[src/sv/lpht_pkg.sv]
`timescale 1ns / 1ps
// ----------------------------------------------------------------------------
// lpht_pkg
// Shared types, widths and helpers of the linear probe hash table.
// ----------------------------------------------------------------------------
package lpht_pkg;

  localparam int TABLE_SIZE = 32;
  localparam int IDX_W      = $clog2(TABLE_SIZE);

  localparam int OP_W     = 2;
  localparam int KEY_W    = 31;
  localparam int DATA_W   = 32;
  localparam int STATUS_W = 2;
  localparam int SLOT_W   = 5;
  localparam int ENTRY_W  = KEY_W + DATA_W;

  localparam int IN_BITS  = OP_W + KEY_W + DATA_W;
  localparam int IN_W     = ((IN_BITS + 7) / 8) * 8;
  localparam int OUT_BITS = STATUS_W + DATA_W + SLOT_W;
  localparam int OUT_W    = ((OUT_BITS + 7) / 8) * 8;

  typedef logic [IDX_W-1:0] idx_t;

  typedef enum logic [OP_W-1:0] {
    OP_INSERT = 2'd0,
    OP_SEARCH = 2'd1,
    OP_DELETE = 2'd2
  } op_t;

  typedef enum logic [STATUS_W-1:0] {
    ST_OK   = 2'd0,
    ST_MISS = 2'd1,
    ST_FULL = 2'd2
  } status_t;

  typedef enum logic [1:0] {
    MARK_EMPTY = 2'd0,
    MARK_USED  = 2'd1,
    MARK_TOMB  = 2'd2
  } mark_t;

  typedef struct packed {
    logic  en;
    idx_t  idx;
    mark_t mark;
  } mark_wr_t;

  function automatic idx_t home_slot(input logic [KEY_W-1:0] key);
    home_slot = IDX_W'(key % TABLE_SIZE);
  endfunction

endpackage

[src/sv/lpht_ram.sv]
`timescale 1ns / 1ps
// ----------------------------------------------------------------------------
// lpht_ram
// Generic single-write, single-read memory with a registered read port.
// ----------------------------------------------------------------------------
module lpht_ram #(
  parameter int WIDTH = 8,
  parameter int DEPTH = 32
) (
  input  logic                     clk,
  input  logic                     we,
  input  logic [$clog2(DEPTH)-1:0] waddr,
  input  logic [WIDTH-1:0]         wdata,
  input  logic [$clog2(DEPTH)-1:0] raddr,
  output logic [WIDTH-1:0]         rdata
);

  logic [WIDTH-1:0] mem [DEPTH];

  always_ff @(posedge clk) begin
    if (we) begin
      mem[waddr] <= wdata;
    end
    rdata <= mem[raddr];
  end

endmodule

[src/sv/lpht_marks.sv]
`timescale 1ns / 1ps
// ----------------------------------------------------------------------------
// lpht_marks
// Per-slot occupancy marks held in flip-flops and cleared to empty on reset.
// ----------------------------------------------------------------------------
module lpht_marks (
  input  logic              clk,
  input  logic              rst,
  input  lpht_pkg::mark_wr_t wr,
  input  lpht_pkg::idx_t    rd_idx,
  output lpht_pkg::mark_t   rd_mark
);
  import lpht_pkg::*;

  mark_t marks [TABLE_SIZE];

  always_ff @(posedge clk) begin
    if (rst) begin
      for (int i = 0; i < TABLE_SIZE; i++) begin
        marks[i] <= MARK_EMPTY;
      end
    end else if (wr.en) begin
      marks[wr.idx] <= wr.mark;
    end
  end

  assign rd_mark = marks[rd_idx];

endmodule

[src/sv/linear_probe_hash_table_core.sv]
`timescale 1ns / 1ps
// ----------------------------------------------------------------------------
// linear_probe_hash_table_core
// Open addressing hash table of 32 slots with linear probing.
// ----------------------------------------------------------------------------
// One beat is taken in the idle state, then the sequencer probes one slot per
// cycle from the home slot (key mod 32) while the output register is free; an
// item probes from 1 up to 32 slots. The single read port of the key and data
// memory sets that pace. Slot marks live in flip-flops that reset clears at
// once, so no clearing pass follows reset. A finished result waits in the
// output register while the next beat is taken; the probe of that beat holds
// until the register is free.
module linear_probe_hash_table_core (
  input  logic                      clk,
  input  logic                      rst,
  input  logic                      s_tvalid,
  output logic                      s_tready,
  // op [1:0], key [32:2], write_data [64:33], zero fill above.
  input  logic [lpht_pkg::IN_W-1:0]  s_tdata,
  output logic                      m_tvalid,
  input  logic                      m_tready,
  // status [1:0], read_data [33:2], slot [38:34], zero fill above.
  output logic [lpht_pkg::OUT_W-1:0] m_tdata
);
  import lpht_pkg::*;

  typedef enum logic {
    S_IDLE,
    S_SCAN
  } state_t;

  state_t                    state;
  logic [OP_W-1:0]           op;
  logic [KEY_W-1:0]          key;
  logic signed [DATA_W-1:0]  write_data;
  idx_t                      cmp_idx;
  idx_t                      cnt;

  logic [KEY_W-1:0]          in_key;
  idx_t                      next_idx;
  idx_t                      raddr;
  logic [ENTRY_W-1:0]        rdata;
  logic [KEY_W-1:0]          rd_key;
  logic signed [DATA_W-1:0]  rd_value;
  mark_t                     mark_cur;
  mark_wr_t                  mark_wr;
  logic                      out_free;
  logic                      out_load;
  logic                      last_probe;
  logic                      finish;
  logic                      do_write;
  status_t                   res_status;
  logic signed [DATA_W-1:0]  res_data;
  idx_t                      res_slot;

  assign in_key     = s_tdata[OP_W +: KEY_W];
  assign rd_key     = rdata[DATA_W +: KEY_W];
  assign rd_value   = rdata[DATA_W-1:0];
  assign s_tready   = (state == S_IDLE);
  assign out_free   = !m_tvalid || m_tready;
  assign out_load   = (state == S_SCAN) && out_free && finish;
  assign last_probe = (cnt == IDX_W'(TABLE_SIZE - 1));
  assign next_idx   = (cmp_idx == IDX_W'(TABLE_SIZE - 1)) ? '0 : cmp_idx + 1'b1;

  always_comb begin
    finish     = 1'b0;
    do_write   = 1'b0;
    res_status = ST_MISS;
    res_data   = '0;
    res_slot   = '0;
    mark_wr    = '{en: 1'b0, idx: cmp_idx, mark: MARK_USED};
    if (state == S_SCAN) begin
      case (op) inside
        OP_INSERT: begin
          if (mark_cur != MARK_USED) begin
            finish     = 1'b1;
            do_write   = 1'b1;
            res_status = ST_OK;
            res_slot   = cmp_idx;
            mark_wr.en = 1'b1;
          end else if (last_probe) begin
            finish     = 1'b1;
            res_status = ST_FULL;
          end
        end
        OP_SEARCH, OP_DELETE: begin
          if (mark_cur == MARK_EMPTY) begin
            finish = 1'b1;
          end else if (mark_cur == MARK_USED && rd_key == key) begin
            finish     = 1'b1;
            res_status = ST_OK;
            res_data   = rd_value;
            res_slot   = cmp_idx;
            if (op == OP_DELETE) begin
              mark_wr.en   = 1'b1;
              mark_wr.mark = MARK_TOMB;
            end
          end else if (last_probe) begin
            finish = 1'b1;
          end
        end
        default: begin
          finish = 1'b1;
        end
      endcase
    end
    do_write   = do_write && out_free;
    mark_wr.en = mark_wr.en && out_free;
  end

  always_comb begin
    if (state == S_IDLE) begin
      raddr = home_slot(in_key);
    end else if (finish || !out_free) begin
      raddr = cmp_idx;
    end else begin
      raddr = next_idx;
    end
  end

  lpht_ram #(
    .WIDTH (ENTRY_W),
    .DEPTH (TABLE_SIZE)
  ) u_entries (
    .clk   (clk),
    .we    (do_write),
    .waddr (cmp_idx),
    .wdata ({key, write_data}),
    .raddr (raddr),
    .rdata (rdata)
  );

  lpht_marks u_marks (
    .clk     (clk),
    .rst     (rst),
    .wr      (mark_wr),
    .rd_idx  (cmp_idx),
    .rd_mark (mark_cur)
  );

  always_ff @(posedge clk) begin
    if (rst) begin
      state    <= S_IDLE;
      m_tvalid <= 1'b0;
    end else begin
      if (out_load) begin
        m_tvalid <= 1'b1;
      end else if (m_tready) begin
        m_tvalid <= 1'b0;
      end
      unique case (state)
        S_IDLE: begin
          if (s_tvalid) begin
            op         <= s_tdata[OP_W-1:0];
            key        <= in_key;
            write_data <= s_tdata[OP_W+KEY_W +: DATA_W];
            cmp_idx    <= home_slot(in_key);
            cnt        <= '0;
            state      <= S_SCAN;
          end
        end
        S_SCAN: begin
          if (out_free) begin
            if (finish) begin
              m_tdata  <= {(OUT_W - OUT_BITS)'(0), SLOT_W'(res_slot), res_data, res_status};
              state    <= S_IDLE;
            end else begin
              cmp_idx <= next_idx;
              cnt     <= cnt + 1'b1;
            end
          end
        end
        default: begin
          state <= S_IDLE;
        end
      endcase
    end
  end

endmodule

[config.mk]
export PLATFORM = sky130hd
export DESIGN_NAME = linear_probe_hash_table_core
export DESIGN_NICKNAME = d
export VERILOG_FILES = /design/src/sv/lpht_pkg.sv /design/src/sv/lpht_ram.sv /design/src/sv/lpht_marks.sv /design/src/sv/linear_probe_hash_table_core.sv
export SDC_FILE = /design/constraint.sdc
export NUM_CORES = 2
export LEC_CHECK = 0
export BUFFER_PORTS_ARGS = -buffer_cell sky130_fd_sc_hd__buf_2
export CAP_MARGIN = 20
export CORE_MARGIN = 3
export CORE_UTILIZATION = 45
export CTS_CLUSTER_DIAMETER = 200
export DETAILED_ROUTE_END_ITERATION = 16
export GPL_TIMING_DRIVEN = 0
export PLACE_DENSITY = 0.61
export SYNTH_ARGS = -nofsm -noshare
export SYNTH_HDL_FRONTEND = slang
export SYNTH_SLANG_ARGS = --single-unit
[constraint.sdc]
create_clock -name clk -period 12.4 [get_ports clk]
set_input_delay 0.62 -clock clk [delete_from_list [all_inputs] [get_ports clk]]
set_output_delay 0.62 -clock clk [all_outputs]
set_load 0.02 [all_outputs]
==> impl_metrics.ini <==
[synthesis]
synth_cell_types = 64
seq_area_frac_synth = 0.770
yosysTopAreaCell = edfxtp_1
synth_edf_count = 2194
synth_flop_cell = edfxtp_1
synth_area_um2 = 87300
synthArstFlopShare = 0
synth.net_count = 4415
synthTopCellsByArea = edfxtp_1 (75%), mux2i_1 (7.7%), mux4_2 (7.1%), dfxtp_1 (1.6%), mux2_2 (1.1%)
synth_area_per_cell_um2 = 20.2
syn_inst = 4330
synth_seq_cells = 2264
synth_top_area_share = 0.754
yosys_warnings = 0

[cells_and_area]
fill_cells = 15000
multi_input_area_um2 = 18800
stdcell_count = 7580
area_growth_syn_to_layout_pct = 16.7
final_layout_size_suffix_gt1_frac = 0.219
nNetsFinal = 4934
regArea_um2 = 67300

[cts]
cts_resized = 0
clk_pin_slew_ps = 70
numCtsBuffers = 224
clkLatencyLatePin_ps = 880
root_buffer = clkbuf_16
cts_tree = done
clockBufferDepth = 3
clock_sinks = 2264
h-tree-depth = 4

[timing]
rsz0062_at_grt = no
skew_ps = 62.5
final.period_utilization = 0.580
slew_headroom = 0.192
drv_slew = 0
hold_viol = 0
fmax_ghz = 0.139
tns_ps = 0
tightest_slew_ps = 1210
holdWs_ps = 40.2
fin_crit_ps = 7190
setup_viol_count_final = 0

[floorplan]
die_h_um = 447
die_w_um = 447
io_pins = 118
die_area_um2 = 199000
coreArea_um2 = 193000
initial_core_util = 0.453
rows = 161

[global_routing]
grt_pass1_vias = 44400
grt_max_degree = 34
overflow = 0
antenna_found_initial = 2
grtUsageTotal = 0.229
grt_pass1_wl_mm = 326

[drt]
dr.pass1.iters = 5
wl_per_cell_um = 30.0
vias = 44400
drtIter0Drc = 4808
routed_wl_mm = 228
drc = 0
viasPerCell = 5.86
antenna_left = 0

[power_and_ir_drop]
sequentialPowerShare = 0.497
leakagePower_nw = 34.4
fin_total_pwr_mw = 17.3
p_int_mw = 13.1
p_per_area_nw_per_um2 = 169
ir_drop_uv = 151
clockPowerShare = 0.387
switching_share = 0.243
share_comb_of_total_power = 0.116
p_sw_mw = 4.19

[setup_path]
ff2ff_setup_slack_ps = 5210
cpPeakStageDelay_ps = 1010
path_cells = xnor2_1, nand4_1, nor4_1, nand4_1, o21ai_0, a21oi_1, o21ai_0, a311o_1, buf_2, nor2_1, nand2_1, clkbuf_1, o22ai_1, a311oi_1
crit_required_ps = 13120
path_class = reg2reg
cp-start-kind = register
arrival_ps = 7910
crit_slowest_cell = edfxtp_1
cp_max_fo = 33
worstSetupEndpointType = register

[flow_run]
drv_cap = 0

[placed_design]
hpwl_mm = 151
dp.cells = 7078
gp_congestion = 0.819
io_buffers = 109

[worst_hold_path]
hold_path_class = in2reg

[outcome]
status = finished, final reports clean
==> per-layer routing <==
| layer | up-vias | global-route usage | routed length, µm |
|---|---|---|---|
| li1 | 18700 | - | - |
| met1 | 23600 | 0.327 | 96500 |
| met2 | 1763 | 0.364 | 108000 |
| met3 | 350 | 0.0360 | 16000 |
| met4 | 0 | 0.0705 | 6990 |
| met5 | - | 0 | 0 |
==> stage by stage <==
stage                     setup WS [ps]  cell area [µm²]   util
final                              5210           102000  0.529
after global placement             2510            91000  0.472
after global routing               5060           102000  0.529
after detailed placement           5140            93600  0.486
after floorplan                    7370            87300      -
after CTS                          5120           102000  0.527
==> synthesized netlist by cell type (all sizes together) (10+ instances only) <==
cell / instances
o21ai: 21
nor2: 93
nand3: 42
nor3: 81
o22ai: 156
a22oi: 35
o21bai: 32
edfxtp: 2194
or3: 10
xor2: 12
mux4: 276
mux2: 88
a21oi: 14
a311oi: 10
a31oi: 12
clkbuf: 96
buf: 140
a22o: 13
and2: 45
mux2i: 668
dfxtp: 70
xnor2: 23
nand2: 106
==> worst paths after layout <==
path | from | to | cells past startpoint
worst max-delay path | key[20]$_DFFE_PP_ | u_entries.rdata[48]$_DFF_P_ | 14
worst min-delay path | s_tdata[36] | write_data[3]$_DFFE_PP_ | 1
worst max register to register | key[20]$_DFFE_PP_ | u_entries.rdata[48]$_DFF_P_ | 14
worst min register to register | u_entries.rdata[5]$_DFF_P_ | m_tdata[7]$_SDFFCE_PP0P_ | 1
==> power groups by stage <==
stage	Sequential, mW	Combinational (mW)	Clock (mW)
after floorplan	8.72	1.29	0
after global placement	8.76	1.93	0
after detailed placement	8.76	1.97	0
after CTS	8.60	1.99	6.80
after global routing	8.60	2.10	7.13
final	8.59	2.00	6.69
==> cell usage in the layout, fill, tap and decap left out, types with 11 or more instances in the layout <==
cell and count:
a31oi_1 11, a22oi_1 35, buf_2 162, buf_4 18
xnor2_1 23, nand2_1 106, mux2_2 88, nor2_4 33
a22o_1 13, clkbuf_1 157, edfxtp_1 2194, nand3_1 42
xor2_1 12, o21bai_1 32, nor2_1 59, a21oi_1 13
buf_6 62, o22ai_1 156, and2_1 45, clkinv_2 32
nor3_1 78, buf_1 11, clkbuf_8 35, buf_16 30
mux4_2 276, clkbuf_16 224, mux2i_1 668, clkinv_1 38
dlygate4sd3_1 57, o21ai_0 11, dfxtp_1 70, buf_12 87
==> cell families (layout without fill, tap and decap cells) <==
group                    Yosys count  count (layout)  synth area share
XOR/XNOR                          35              35           0.00351
AO/OA/AOI/OAI                    316             316            0.0246
multiplexers                    1032            1032             0.159
flip-flops                      2264            2264             0.770
AND/OR/NAND/NOR                  430             430            0.0237
other                              1               5         0.0000429
adder cells (fa/ha/maj)            9               9           0.00129
buffers and inverters            243             963            0.0174
==> state kept, by name (all words and copies together), names as in the netlist, named ones only <==
name and count:
m_tvalid 1, cnt 5, key 31, state 1, cmp_idx 5, m_tdata 39, u_entries.mem 2016, write_data 32
op 2, u_entries.rdata 63, u_marks.marks 64
==> worst max-delay path, delay by kind of cell, from the launching register on <==
kind | cells | cell delay, ps
simple gates | 5 | 2170
compound gates | 6 | 2110
buf+inv | 2 | 1440
flops | 1 | 1010
xor+xnor | 1 | 250
==> timing repair <==
item                                    4_1_cts  5_1_grt
hold endpoints to repair                     57        0
endpoints found under the setup margin        0        0
setup buffers                                 0        0
hold buffers                                 57        0
==> final cells by class <==
| class | instances | area share |
|---|---|---|
| diodes | 4 | 0.0000982 |
| plain buffers | 236 | 0.0147 |
| clock buffers | 325 | 0.0621 |
| clock inverters | 102 | 0.0101 |
| inverters | 7 | 0.000258 |
| multi-input cells | 1823 | 0.184 |
| flip-flops and latches | 2264 | 0.660 |
| well taps | 2526 | 0.0310 |
| repair buffers | 293 | 0.0372 |
No activity file was read; power rests on OpenSTA's default activity.
